[src/design/spq_pkg.sv]
// spq_pkg: shared types and constants of the sorted priority queue.
// No dependencies; compiled first.

package spq_pkg;

    localparam int DATA_W = 32;
    localparam int PRI_W  = 8;
    localparam int CAP_W  = 8;
    localparam int CNT_W  = 8;

    localparam logic [CAP_W-1:0] CAP_RESET = 8'd128;

    typedef enum logic {
        OP_ENQ = 1'b0,
        OP_DEQ = 1'b1
    } t_op;

    typedef enum logic [1:0] {
        ST_DONE  = 2'd0,
        ST_FULL  = 2'd1,
        ST_EMPTY = 2'd2
    } t_status;

    typedef struct packed {
        t_op                       opcode;
        logic signed [DATA_W-1:0]  item_data;
        logic        [PRI_W-1:0]   item_priority;
    } t_req_word;

    typedef struct packed {
        t_status                   status;
        logic signed [DATA_W-1:0]  head_data;
        logic        [PRI_W-1:0]   head_priority;
        logic        [CNT_W-1:0]   entry_count;
    } t_rsp_word;

    typedef logic [CAP_W-1:0] t_cfg_word;

    // one stored entry, as handed between neighbor cells
    typedef struct packed {
        logic signed [DATA_W-1:0]  data;
        logic        [PRI_W-1:0]   pri;
    } t_entry;

    // broadcast to every cell in the row
    typedef struct packed {
        logic    enq;
        logic    deq;
        t_entry  item;
    } t_cell_ctrl;

endpackage

[src/design/spq_stream_if.sv]
// spq_stream_if: valid/ready channel carrying one word of type T.
// Depends on nothing; payload types come from spq_pkg at instantiation.

interface spq_stream_if #(
    parameter type T = logic
);
    logic valid;
    logic ready;
    T     data;

    modport source(output valid, output data, input ready);
    modport sink(input valid, input data, output ready);
endinterface

[src/design/spq_cell.sv]
// spq_cell: one slot of the sorted row; holds an entry and shifts with its neighbors.
// Depends on spq_pkg.

module spq_cell #(
    parameter int IDX   = 0,
    parameter int CNT_W = 8
) (
    input  logic                  i_clk,
    input  spq_pkg::t_cell_ctrl   i_ctrl,
    input  logic [CNT_W-1:0]      i_count,
    input  spq_pkg::t_entry       i_left,
    input  logic                  i_left_ins,
    input  spq_pkg::t_entry       i_right,
    output spq_pkg::t_entry       o_entry,
    output logic                  o_ins
);

    spq_pkg::t_entry r_entry;
    spq_pkg::t_entry n_entry;
    logic            w_valid;

    assign w_valid = i_count > CNT_W'(IDX);
    // new item lands at or before this slot (empty slots always count)
    assign o_ins   = !w_valid || (r_entry.pri > i_ctrl.item.pri);
    assign o_entry = r_entry;

    always_comb begin
        n_entry = r_entry;
        if (i_ctrl.enq) begin
            if (i_left_ins) begin
                n_entry = i_left;
            end else if (o_ins) begin
                n_entry = i_ctrl.item;
            end
        end else if (i_ctrl.deq) begin
            n_entry = i_right;
        end
    end

    always_ff @(posedge i_clk) begin
        r_entry <= n_entry;
    end

endmodule

[src/design/sorted_priority_queue.sv]
// sorted_priority_queue: top level, a row of spq_cell slots kept sorted by priority.
// Depends on spq_pkg, spq_stream_if and spq_cell.
//
// Usage:
//   i_req carries an enqueue (data + priority) or a dequeue word; o_rsp returns
//   one word per request: status, removed head data/priority, and the count
//   held afterwards. i_cfg writes the capacity register (reset 128); the
//   effective limit is the smaller of capacity and DEPTH.
// Timing:
//   The row of cells compares the new priority in parallel and shifts all
//   together, and the head is read straight from the first cell, so the
//   response is registered in the cycle after the request is accepted.
//   One request per cycle is sustained while o_rsp is ready.
// Stall:
//   o_rsp is held in an output register. A new request is taken while that
//   register is empty or being drained in the same cycle; otherwise i_req
//   ready drops until the receiver takes the pending word.
// Reset:
//   i_rst_n (synchronous, active low) empties the queue, clears the pending
//   response, restores capacity to 128 and holds both input readies low.
//   Cell contents are not cleared; slots beyond the count are never read.

module sorted_priority_queue #(
    parameter int DEPTH = 128
) (
    input  logic          i_clk,
    input  logic          i_rst_n,
    spq_stream_if.sink    i_req,
    spq_stream_if.source  o_rsp,
    spq_stream_if.sink    i_cfg
);

    localparam int CW = $clog2(DEPTH + 1);
    localparam int LW = (CW > spq_pkg::CAP_W) ? CW : spq_pkg::CAP_W;

    logic [CW-1:0]          r_count;
    logic [CW-1:0]          n_count;
    spq_pkg::t_cfg_word     r_cap;
    logic                   r_out_valid;
    spq_pkg::t_rsp_word     r_out;
    spq_pkg::t_rsp_word     n_out;

    spq_pkg::t_req_word     w_req;
    spq_pkg::t_cell_ctrl    w_ctrl;
    spq_pkg::t_entry        w_entry [DEPTH];
    logic                   w_ins   [DEPTH];
    logic [LW-1:0]          w_limit;
    logic                   w_acc;
    logic                   w_full;
    logic                   w_empty;

    assign w_req = i_req.data;

    // output register frees up when empty or drained this cycle
    assign i_req.ready = i_rst_n && (!r_out_valid || o_rsp.ready);
    assign w_acc       = i_req.valid && i_req.ready;

    assign o_rsp.valid = r_out_valid;
    assign o_rsp.data  = r_out;

    assign i_cfg.ready = i_rst_n;

    assign w_limit = (LW'(r_cap) > LW'(DEPTH)) ? LW'(DEPTH) : LW'(r_cap);
    assign w_full  = LW'(r_count) >= w_limit;
    assign w_empty = r_count == '0;

    assign w_ctrl.enq       = w_acc && (w_req.opcode == spq_pkg::OP_ENQ) && !w_full;
    assign w_ctrl.deq       = w_acc && (w_req.opcode == spq_pkg::OP_DEQ) && !w_empty;
    assign w_ctrl.item.data = w_req.item_data;
    assign w_ctrl.item.pri  = w_req.item_priority;

    always_comb begin
        n_count             = r_count;
        n_out.status        = spq_pkg::ST_DONE;
        n_out.head_data     = '0;
        n_out.head_priority = '0;
        if (w_req.opcode == spq_pkg::OP_ENQ) begin
            if (w_full) begin
                n_out.status = spq_pkg::ST_FULL;
            end else begin
                n_count = r_count + CW'(1);
            end
        end else begin
            if (w_empty) begin
                n_out.status = spq_pkg::ST_EMPTY;
            end else begin
                n_out.head_data     = w_entry[0].data;
                n_out.head_priority = w_entry[0].pri;
                n_count             = r_count - CW'(1);
            end
        end
        n_out.entry_count = spq_pkg::CNT_W'(n_count);
    end

    genvar gi;
    generate
        for (gi = 0; gi < DEPTH; gi++) begin : g_cell
            spq_pkg::t_entry w_left;
            spq_pkg::t_entry w_right;
            logic            w_left_ins;

            if (gi == 0) begin : g_head
                assign w_left     = w_ctrl.item;
                assign w_left_ins = 1'b0;
            end else begin : g_mid
                assign w_left     = w_entry[gi-1];
                assign w_left_ins = w_ins[gi-1];
            end

            if (gi == DEPTH - 1) begin : g_tail
                assign w_right = w_entry[gi];
            end else begin : g_body
                assign w_right = w_entry[gi+1];
            end

            spq_cell #(
                .IDX   (gi),
                .CNT_W (CW)
            ) u_cell (
                .i_clk      (i_clk),
                .i_ctrl     (w_ctrl),
                .i_count    (r_count),
                .i_left     (w_left),
                .i_left_ins (w_left_ins),
                .i_right    (w_right),
                .o_entry    (w_entry[gi]),
                .o_ins      (w_ins[gi])
            );
        end
    endgenerate

    always_ff @(posedge i_clk) begin
        if (!i_rst_n) begin
            r_count     <= '0;
            r_cap       <= spq_pkg::CAP_RESET;
            r_out_valid <= 1'b0;
        end else begin
            if (i_cfg.valid && i_cfg.ready) begin
                r_cap <= i_cfg.data;
            end
            if (w_acc) begin
                r_count     <= n_count;
                r_out_valid <= 1'b1;
            end else if (o_rsp.ready) begin
                r_out_valid <= 1'b0;
            end
        end
    end

    always_ff @(posedge i_clk) begin
        if (w_acc) begin
            r_out <= n_out;
        end
    end

    a_count_bound: assert property (@(posedge i_clk) disable iff (!i_rst_n)
        LW'(r_count) <= LW'(DEPTH))
        else $error("count exceeds depth");

    a_deq_drops_one: assert property (@(posedge i_clk) disable iff (!i_rst_n)
        w_ctrl.deq |=> (r_count == $past(r_count) - CW'(1)))
        else $error("dequeue did not remove one entry");

    a_refused_holds: assert property (@(posedge i_clk) disable iff (!i_rst_n)
        (w_acc && (w_req.opcode == spq_pkg::OP_ENQ) && w_full) |=> $stable(r_count))
        else $error("refused enqueue changed count");

    a_head_sorted: assert property (@(posedge i_clk) disable iff (!i_rst_n)
        (r_count >= CW'(2)) |-> (w_entry[0].pri <= w_entry[1].pri))
        else $error("head out of priority order");

endmodule
[src/flat_wrapper.sv]
// flat-port wrapper written by rule: the top's interface ports become plain ports
module sorted_priority_queue_flat 
#(
    parameter int DEPTH = 128
)
  (i_clk, i_rst_n, i_req_valid, i_req_data, i_req_ready, o_rsp_valid, o_rsp_data, o_rsp_ready, i_cfg_valid, i_cfg_data, i_cfg_ready);
  spq_stream_if i_req_i ();
  spq_stream_if o_rsp_i ();
  spq_stream_if i_cfg_i ();
  input  logic i_clk;
  input  logic i_rst_n;
  input wire logic [$bits(i_req_i.valid)-1:0] i_req_valid;
  input wire logic [$bits(i_req_i.data)-1:0] i_req_data;
  output wire logic [$bits(i_req_i.ready)-1:0] i_req_ready;
  output wire logic [$bits(o_rsp_i.valid)-1:0] o_rsp_valid;
  output wire logic [$bits(o_rsp_i.data)-1:0] o_rsp_data;
  input wire logic [$bits(o_rsp_i.ready)-1:0] o_rsp_ready;
  input wire logic [$bits(i_cfg_i.valid)-1:0] i_cfg_valid;
  input wire logic [$bits(i_cfg_i.data)-1:0] i_cfg_data;
  output wire logic [$bits(i_cfg_i.ready)-1:0] i_cfg_ready;
  assign i_req_i.valid = i_req_valid;
  assign i_req_i.data = i_req_data;
  assign i_req_ready = i_req_i.ready;
  assign o_rsp_valid = o_rsp_i.valid;
  assign o_rsp_data = o_rsp_i.data;
  assign o_rsp_i.ready = o_rsp_ready;
  assign i_cfg_i.valid = i_cfg_valid;
  assign i_cfg_i.data = i_cfg_data;
  assign i_cfg_ready = i_cfg_i.ready;
  sorted_priority_queue #(.DEPTH(DEPTH)) u_core (.i_clk(i_clk), .i_rst_n(i_rst_n), .i_req(i_req_i), .o_rsp(o_rsp_i), .i_cfg(i_cfg_i));
endmodule
[config.mk]
export PLATFORM = sky130hd
export DESIGN_NAME = sorted_priority_queue_flat
export DESIGN_NICKNAME = d
export VERILOG_FILES = /design/src/design/spq_pkg.sv /design/src/design/spq_stream_if.sv /design/src/design/spq_cell.sv /design/src/design/sorted_priority_queue.sv /design/src/flat_wrapper.sv
export SDC_FILE = /design/constraint.sdc
export NUM_CORES = 1
export LEC_CHECK = 0
export BUFFER_PORTS_ARGS = -buffer_cell sky130_fd_sc_hd__clkbuf_2
export CORE_MARGIN = 2
export CORE_UTILIZATION = 40
export CTS_CLUSTER_SIZE = 25
export DETAILED_ROUTE_END_ITERATION = 10
export PLACE_DENSITY = 0.67
export SYNTH_ARGS = -nofsm -noshare
export SYNTH_HDL_FRONTEND = slang
export SYNTH_SLANG_ARGS = --single-unit
[constraint.sdc]
create_clock -name i_clk -period 1.9 [get_ports i_clk]
set_input_delay 0.38 -clock i_clk [delete_from_list [all_inputs] [get_ports i_clk]]
set_output_delay 0.38 -clock i_clk [all_outputs]
set_load 0.005 [all_outputs]
==> flow_summary_export.csv, run 1 <==
group,metric,value,unit
flow_run,drv_cap,0,
synthesis,synth_area_leaders,"dfxtp_1 (35%), mux2i_1 (11%), ha_1 (5.9%)",
clock_network,cts_sinks,12,
floorplanning,core-area,1489,um^2
drt,viasPerCell,4.918,
power_and_ir_drop,cellPowerDensity,712.0,nW/um^2
drt,first_pass_iters,2,
place,io_buffer_count,9,
layout,stdcell_area,768.2,um^2
layout,final_layout_size_suffix_gt1_share,32.93,%
synthesis,ys_async_sr_fraction,0,%
clock_network,path_clk_slew,0.08,ns
drt,drc,0,
floorplanning,initial_core_util,42.44,%
floorplanning,die_h,43.75,um
place,place.gp.congestion,0.7489,
global_route,grt-ovfl-total,0,
synthesis,yosysTopAreaCellShare,34.85,%
worst_setup_path,endpoint_kind,"flop",
synthesis,synthesis.area,631.9,um^2
layout,fill_cells,127,
power_and_ir_drop,p_comb_share,12.8,%
min_path,hold_class,"in -> reg",
timing,finalCritPeriodShare,98.26,%
timing,clock_skew,0.004224,ns
floorplanning,die-width,43.75,um
worst_setup_path,start_kind,"flop",
timing,fin_crit,1.867,ns
worst_setup_path,cp_slowest_cell,"or4b_4",
worst_setup_path,r2r_slack,0.03,ns
worst_setup_path,critPathArrivalTime,2.07,ns
worst_setup_path,required,2.11,ns
power_and_ir_drop,switching_power,0.1282,mW
synthesis,synthCells,68,
global_route,grt_use_total,13.26,%
clock_network,root_buffer,"clkbuf_4",
synthesis,post-synth-top-area-cell,"dfxtp_1",
power_and_ir_drop,p_leak,0.3454,nW
global_route,grt_max_degree,12,
timing,hold_viol,0,
status,status,"finished clean",
timing,setup_viol,0,
drt,drt_iter0_markers,5,
drt,via_count,482,
timing,rsz0062_at_grt,"yes",
timing,slew_violations,0,
floorplanning,io_pins,11,
clock_network,cts_inserted_buffers,3,
power_and_ir_drop,peakVddDrop,370.9,uV
synthesis,avgSynthCellArea,9.292,um^2
clock_network,tritoncts,"yes",
synthesis,yosys_warnings,0,
floorplanning,fp-row-count,14,
synthesis,synth_fp_nets,78,
clock_network,clk-insertion-delay-late,0.27,ns
worst_setup_path,worst-setup-path-type,"reg -> reg",
synthesis,yosys-top-cells-count,"dfxtp_1 (11), nand2_1 (10), mux2i_1 (7)",
synthesis,ys.flop_type,"dfxtp_1",
timing,worst_pin_slew,0.4062,ns
place,hpwl,873.5,um
power_and_ir_drop,seq_power_share,50.0,%
worst_setup_path,cp_max_fo,3,
layout,area_delta_synth_final,21.58,%
global_route,grt_pass1_vias,470,
global_route,antenna_found_initial,0,
synthesis,synth_edf_count,1,
drt,wl_per_cell,11.35,um
worst_setup_path,crit_family,"simple AND/OR/NAND/NOR gates",
synthesis,synth.ff_latch_count,12,
synthesis,yosysMostFrequentCell,"dfxtp_1",
drt,drt_wl_total,1112,um
place,placed_cell_area,700.7,um^2
global_route,grt_pass1_wl,1911,um
layout,fin_util,51.60,%
timing,slew_headroom,72.87,%
worst_setup_path,crit_chain,"nor2b_4, ha_4, or4b_4, o21ai_4, and4bb_1, mux2i_1",
synthesis,seq_area_frac_synth,39.60,%
layout,num-nets-final,93,
timing,fmax,535.6,MHz
place,pre_cts_slack,-0.02082,ns
worst_setup_path,critPathMaxStageDelay,0.53,ns
layout,antennaDiodeCount,0,
floorplanning,die-area,1914,um^2
power_and_ir_drop,pwr-share-clk,37.2,%
power_and_ir_drop,switching_share,23.43,%
worst_setup_path,worst-path-buf-inv,0,
power_and_ir_drop,p_int,0.4188,mW
drt,final_antenna_net_count,0,
clock_network,htree_levels,1,
clock_network,clock_path_buffers,2,
synthesis,ys_types,26,
timing,fin_ws,0.03297,ns
## flip-flops by register name, summed over array words and instances, names as in the netlist
register,flops
u_core.o_rsp.valid,1
u_core.o_rsp.data,1
u_core.r_cap,2
u_core.r_count,8
## cell type report
type | instances | area [um^2] | area share [%]
multi-input combinational | 50 | 375.4 | 48.86
sequential | 12 | 254.0 | 33.06
timing repair buffer | 12 | 67.56 | 8.795
clock buffer | 4 | 36.28 | 4.723
tap | 16 | 20.02 | 2.606
inverter | 4 | 15.01 | 1.954
## cells in the final DEF (no fill, tap or decap), types with 3 or more instances in the layout
cell type	instances
clkbuf_4	3
buf_4	3
clkbuf_2	9
dfxtp_2	3
nand2_1	10
mux2i_1	7
dfxtp_1	8
nor2_1	6
inv_1	3
## power groups by stage
stage	sequential (mW)	combinational [mW]	clock (mW)
6_report	0.274	0.0702	0.203
5_1_grt	0.275	0.0789	0.224
4_1_cts	0.271	0.0665	0.211
3_5_place_dp	0.277	0.0643	0
3_3_place_gp	0.276	0.0629	0
2_1_floorplan	0.277	0.0412	0
## worst paths after layout
check / cells after the start / to / startpoint
setup reg to reg: 6 / u_core.r_count[4] / u_core.r_cap[0]
hold reg to reg: 2 / u_core.r_count[7] / u_core.r_count[7]
setup / recovery: 6 / u_core.r_count[4] / u_core.r_cap[0]
hold / removal: 2 / u_core.r_cap[7] / i_cfg_valid
## layer usage
metal | up-vias | GRT usage [%] | share of wire (%)
met5 | - | 0 | 0
met4 | 0 | 5.455 | 0
met3 | 0 | 2.500 | 1.7
met2 | 2 | 21.76 | 48
met1 | 220 | 16.97 | 51
li1 | 260 | - | -
## cell families after synthesis
logic type	after synthesis	share of synthesized area [%]
AND/OR/NAND/NOR	34	31.49
XOR/XNOR	2	2.773
flip-flops	12	39.60
multiplexers	7	11.09
adder cells (fa/ha/maj)	3	5.941
AO/OA/AOI/OAI	4	4.950
buffers and inverters	6	4.158
## repair_timing
item / CTS / global route
gates resized for setup: 0 / 7
pin swaps: 1 / 3
hold endpoints to repair: 0 / 0
buffers inserted: 1 / 0
endpoints found under the setup margin: 1 / 5
hold buffers: 0 / 0
## stage by stage
step                      power, mW  TNS [ns]  hold WS, ns  instances
after floorplan              0.3187         0       0.4497         68
after CTS                    0.5489         0       0.3149         98
after detailed placement     0.3414  -0.02082       0.4835         93
after global routing         0.5783  -0.01973       0.3376         98
final                        0.5470         0       0.3094         98
after global placement       0.3394         0       0.4596         93
(Power assumes the default switching activity.)
==> run 2, diff against run 1 <==
PLACE_DENSITY = 0.69   (was 0.67)
==> flow_summary_export.csv, run 2 (synthesized netlist as in run 1, its figures left out) <==
group,metric,value,unit
layout,antennaDiodeCount,0,
timing,slew_violations,0,
floorplanning,core-area,1489,um^2
layout,layoutNonFillerInstCount,99,
global_route,grt-ovfl-total,0,
clock_network,root_buffer,"clkbuf_4",
timing,setup_viol,0,
drt,drc,0,
clock_network,cts_sinks,12,
place,numPlacedInstances,94,
layout,num-nets-final,94,
layout,mostFrequentLayoutCell,"nand2_1",
clock_network,path_clk_slew,0.08,ns
drt,drt_iter0_markers,9,
drt,final_antenna_net_count,0,
flow_run,drv_cap,0,
worst_setup_path,crit_path_start,"u_core.r_cap[0]",
drt,via_count,510,
worst_setup_path,crit_chain,"nor2b_4, ha_4, or4b_4, o21ai_4, and4bb_1, mux2i_1",
timing,worst_pin_slew,0.3258,ns
layout,final_cell_mix,"nand2_1 (10), clkbuf_2 (9), dfxtp_1 (9)",
layout,top_register,"u_core.r_count",
worst_setup_path,cp_max_fo,5,
timing,clock_skew,0.004521,ns
place,hpwl,888.6,um
drt,viasPerCell,5.152,
clock_network,clk-insertion-delay-late,0.27,ns
drt,wl_per_cell,11.54,um
global_route,grt.busiest_layer,"met2",
worst_setup_path,cp_slowest_cell,"or4b_4",
place,io_buffer_count,9,
floorplanning,die-area,1914,um^2
timing,hold_viol,0,
clock_network,htree_levels,1,
worst_setup_path,r2r_cells,6,
clock_network,holdBufCountCts,0,
worst_setup_path,required,2.11,ns
floorplanning,io_pins,11,
layout,fill_cells,141,
worst_setup_path,crit_family,"simple AND/OR/NAND/NOR gates",
worst_setup_path,critPathMaxStageDelay,0.53,ns
global_route,antenna_found_initial,0,
worst_setup_path,path_depth,6,
layout,fin_util,51.34,%
place,place.gp.congestion,0.7539,
timing,slew_headroom,77.97,%
floorplanning,die_h,43.75,um
clock_network,clock_path_buffers,2,
worst_setup_path,cp-endpoint,"u_core.r_count[4]",
global_route,use_met2,22.65,%
drt,first_pass_iters,3,
worst_setup_path,r2r_slack,0.03,ns
worst_setup_path,start_kind,"flop",
layout,stdcell_area,764.5,um^2
global_route,gr-usage-met3,3.750,%
layout,final_layout_size_suffix_gt1_share,31.33,%
global_route,grt_pass1_wl,2083,um
timing,fin_crit,1.874,ns
status,status,"finished clean",
floorplanning,die-width,43.75,um
timing,fmax,533.7,MHz
worst_setup_path,worst-path-buf-inv,0,
timing,rsz0062_at_grt,"yes",
power_and_ir_drop,p_leak,0.3448,nW
worst_setup_path,critPathArrivalTime,2.08,ns
global_route,grt_max_degree,12,
worst_setup_path,worst-setup-path-type,"reg -> reg",
power_and_ir_drop,cellPowerDensity,666.3,nW/um^2
global_route,grt_pass1_vias,494,
global_route,grt_use_total,14.91,%
clock_network,tritoncts,"yes",
clock_network,cts_inserted_buffers,3,
worst_setup_path,rr_startpoint,"u_core.r_cap[0]",
layout,area_delta_synth_final,20.99,%
worst_setup_path,endpoint_kind,"flop",
timing,finalCritPeriodShare,98.62,%
drt,drt_wl_total,1142,um
floorplanning,initial_core_util,42.44,%
place,placed_cell_area,708.2,um^2
floorplanning,fp-row-count,14,
global_route,use_met1,18.09,%
worst_setup_path,r2r-end,"u_core.r_count[4]",
layout,largest_register_ffs,8,
layout,top_regs,"u_core.r_count (8), u_core.r_cap (2)",
min_path,hold_class,"in -> reg",
power_and_ir_drop,peakVddDrop,428.7,uV
[run 2: worst min path at each step]
stage / start / endpoint / slack, ns / cells after the start
floorplan: u_core.r_count[7] / u_core.r_count[7] / 0.45 / 2
global placement: u_core.r_count[7] / u_core.r_count[7] / 0.46 / 2
detailed placement: u_core.r_count[7] / u_core.r_count[7] / 0.48 / 2
CTS: i_cfg_valid / u_core.r_cap[7] / 0.33 / 2
global route: i_cfg_valid / u_core.r_cap[7] / 0.35 / 2
finish: i_cfg_valid / u_core.r_cap[7] / 0.33 / 2
[run 2: power by group]
group	internal (mW)	switching, mW
Sequential	0.266	0.00633
Clock	0.0814	0.0848
Combinational	0.0361	0.0344
Total	0.384	0.125
[run 2: layout make-up]
class	count	area, um^2	share of cell area (%)
Clock buffer	4	26.28	3.437
Inverter	4	15.01	1.964
Multi-Input combinational cell	50	375.4	49.10
Sequential cell	12	252.7	33.06
Tap cell	16	20.02	2.619
Timing Repair Buffer	13	75.07	9.820
[run 2: what timing repair did]
action / CTS / global route
resized for setup: 0 / 5
pin swaps: 1 / 3
gates cloned: 0 / 0
setup endpoints to repair: 1 / 2
setup buffers: 0 / 1
[run 2: layer usage]
| metal | part of all wire (%) | routed length, um |
|---|---|---|
| met2 | 46 | 524 |
| met5 | 0 | 0 |
| met1 | 49 | 558 |
| met3 | 2.2 | 25 |
| met4 | 2.9 | 33 |
[run 2: metrics by stage]
stage / setup WS (ns) / total power [mW] / hold slack, ns / TNS (ns)
detailed placement: 0.01583 / 0.3421 / 0.4776 / 0
finish: 0.02624 / 0.5094 / 0.3255 / 0
CTS: 0.02213 / 0.5074 / 0.3265 / 0
floorplan: 0.07182 / 0.3187 / 0.4497 / 0
global placement: 0.03579 / 0.3405 / 0.4603 / 0
global route: -0.05774 / 0.5381 / 0.3493 / -0.07893
==> run 3, diff against run 2 <==
RECOVER_POWER = 100   (was default)
==> flow_summary_export.csv, run 3 (synthesized netlist as in run 1, its figures left out) <==
group,metric,value,unit
status,status,"finished clean",
worst_setup_path,worst-setup-path-type,"reg -> reg",
layout,layoutNonFillerInstCount,99,
drt,drt_iter0_markers,8,
min_path,min_from,"i_cfg_valid",
timing,finalCritPeriodShare,98.65,%
place,io_buffer_count,9,
layout,mostFrequentLayoutCell,"nand2_1",
worst_setup_path,worst-path-buf-inv,0,
layout,top_regs,"u_core.r_count (8), u_core.r_cap (2)",
worst_setup_path,critPathArrivalTime,2.08,ns
layout,final_layout_size_suffix_gt1_share,28.92,%
timing,worst_pin_slew,0.4426,ns
floorplanning,die-width,43.75,um
timing,rsz0062_at_grt,"yes",
drt,drt_wl_total,1140,um
drt,top_layer,"met4",
timing,setup_viol,0,
drt,wl_met1,551,um
layout,top_register,"u_core.r_count",
worst_setup_path,cp_slowest_cell,"or4b_4",
power_and_ir_drop,pwr-share-clk,32.7,%
global_route,antenna_found_initial,0,
power_and_ir_drop,p_leak,0.3371,nW
power_and_ir_drop,p_int,0.3821,mW
clock_network,cts_inserted_buffers,3,
floorplanning,fp-row-count,14,
clock_network,cts_sinks,12,
worst_setup_path,rr_startpoint,"u_core.r_cap[0]",
power_and_ir_drop,switching_power,0.1256,mW
worst_setup_path,required,2.11,ns
place,place.gp.congestion,0.7539,
timing,hold_viol,0,
clock_network,root_buffer,"clkbuf_4",
floorplanning,core-area,1489,um^2
global_route,grt_use_total,14.91,%
worst_setup_path,crit_family,"simple AND/OR/NAND/NOR gates",
worst_setup_path,cp_max_fo,5,
place,hpwl,888.6,um
clock_network,holdBufCountCts,0,
clock_network,tritoncts,"yes",
global_route,grt_max_degree,12,
clock_network,htree_levels,1,
drt,drc,0,
floorplanning,initial_core_util,42.44,%
power_and_ir_drop,p_comb_share,13.5,%
floorplanning,io_pins,11,
drt,first_pass_iters,3,
global_route,grt_pass1_vias,494,
worst_setup_path,crit_chain,"nor2b_4, ha_4, or4b_4, o21ai_4, and4bb_1, mux2i_1",
drt,met3_wirelength,25,um
flow_run,drv_cap,0,
layout,num-nets-final,94,
drt,wl_per_cell,11.52,um
worst_setup_path,start_kind,"flop",
power_and_ir_drop,seq_power_share,53.7,%
clock_network,path_clk_slew,0.08,ns
worst_setup_path,r2r-end,"u_core.r_count[4]",
place,numPlacedInstances,94,
power_and_ir_drop,switching_share,24.74,%
clock_network,clk-insertion-delay-late,0.27,ns
timing,fin_crit,1.874,ns
worst_setup_path,r2r_slack,0.03,ns
min_path,hold_path_end,"u_core.r_cap[7]",
worst_setup_path,critPathMaxStageDelay,0.53,ns
min_path,hold_class,"in -> reg",
timing,slew_headroom,70.49,%
layout,antennaDiodeCount,0,
layout,area_delta_synth_final,19.80,%
timing,clock_skew,0.004471,ns
power_and_ir_drop,peakVddDrop,426.3,uV
floorplanning,die_h,43.75,um
floorplanning,die-area,1914,um^2
clock_network,clock_path_buffers,2,
layout,largest_register_ffs,8,
drt,via_count,510,
drt,final_antenna_net_count,0,
drt,viasPerCell,5.152,
timing,fmax,533.5,MHz
global_route,grt-ovfl-total,0,
worst_setup_path,endpoint_kind,"flop",
min_path,min_path_cells,2,
timing,whs,0.3242,ns
global_route,grt_pass1_wl,2083,um
timing,slew_violations,0,
power_and_ir_drop,cellPowerDensity,670.7,nW/um^2
drt,met2WireLength,530,um
layout,final_cell_mix,"nand2_1 (10), clkbuf_2 (9), dfxtp_1 (9)",
worst_setup_path,r2r_cells,6,
-- run 3: changes by cell type in the layout (fill, tap and decap cells not counted) --
cell	change
buf_4	-2
clkbuf_1	+2
-- run 3: stage by stage --
stage          util (%)  TNS (ns)  cell area [um^2]  setup WS [ns]  total power, mW
2_1_floorplan         -         0             631.9        0.07182           0.3187
3_3_place_gp      47.56         0             708.2        0.03579           0.3405
3_5_place_dp      47.56         0             708.2        0.01583           0.3421
4_1_cts           49.33         0             734.5        0.02213           0.5074
5_1_grt           50.84  -0.07892             757.0       -0.05774           0.5362
6_report          50.84         0             757.0        0.02565           0.5077
-- run 3: how the worst max path moves through the flow --
| stage | startpoint | to | slack [ns] | cells past startpoint |
|---|---|---|---|---|
| 3_5_place_dp | u_core.r_cap[0] | u_core.r_count[4] | 0.02 | 6 |
| 6_report | u_core.r_cap[0] | u_core.r_count[4] | 0.03 | 6 |
| 3_3_place_gp | u_core.r_cap[0] | u_core.o_rsp.data | 0.04 | 6 |
| 2_1_floorplan | u_core.r_count[0] | u_core.o_rsp.data | 0.07 | 6 |
| 4_1_cts | u_core.r_cap[0] | u_core.r_count[4] | 0.02 | 6 |
| 5_1_grt | u_core.r_cap[0] | u_core.r_count[4] | -0.06 | 6 |
-- run 3: final cells by class --
| cell class | count | area [um^2] |
|---|---|---|
| fill | 145 | 732.0 |
| tap | 16 | 20.02 |
| sequential | 12 | 252.7 |
| multi-input combinational | 50 | 375.4 |
| clock buffer | 4 | 26.28 |
| timing repair buffer | 13 | 67.56 |
| inverter | 4 | 15.01 |
-- run 3: repair_timing --
item                       CTS  global route
buffers inserted             0             1
setup endpoints to repair    1             2
gates resized for setup      0             5
pin swaps                    1             3
-- run 3: power groups by stage --
stage / clock network [mW] / logic [mW] / registers [mW]
floorplan: 0 / 0.0412 / 0.277
global route: 0.183 / 0.0788 / 0.274
detailed placement: 0 / 0.0654 / 0.277
finish: 0.166 / 0.0687 / 0.273
CTS: 0.171 / 0.0658 / 0.271
global placement: 0 / 0.0641 / 0.276
-- run 3: per-layer routing --
layer / vias up / track usage, %
li1: 265 / -
met1: 235 / 18.09
met2: 5 / 22.65
met3: 5 / 3.750
met4: 0 / 10.91
met5: - / 0
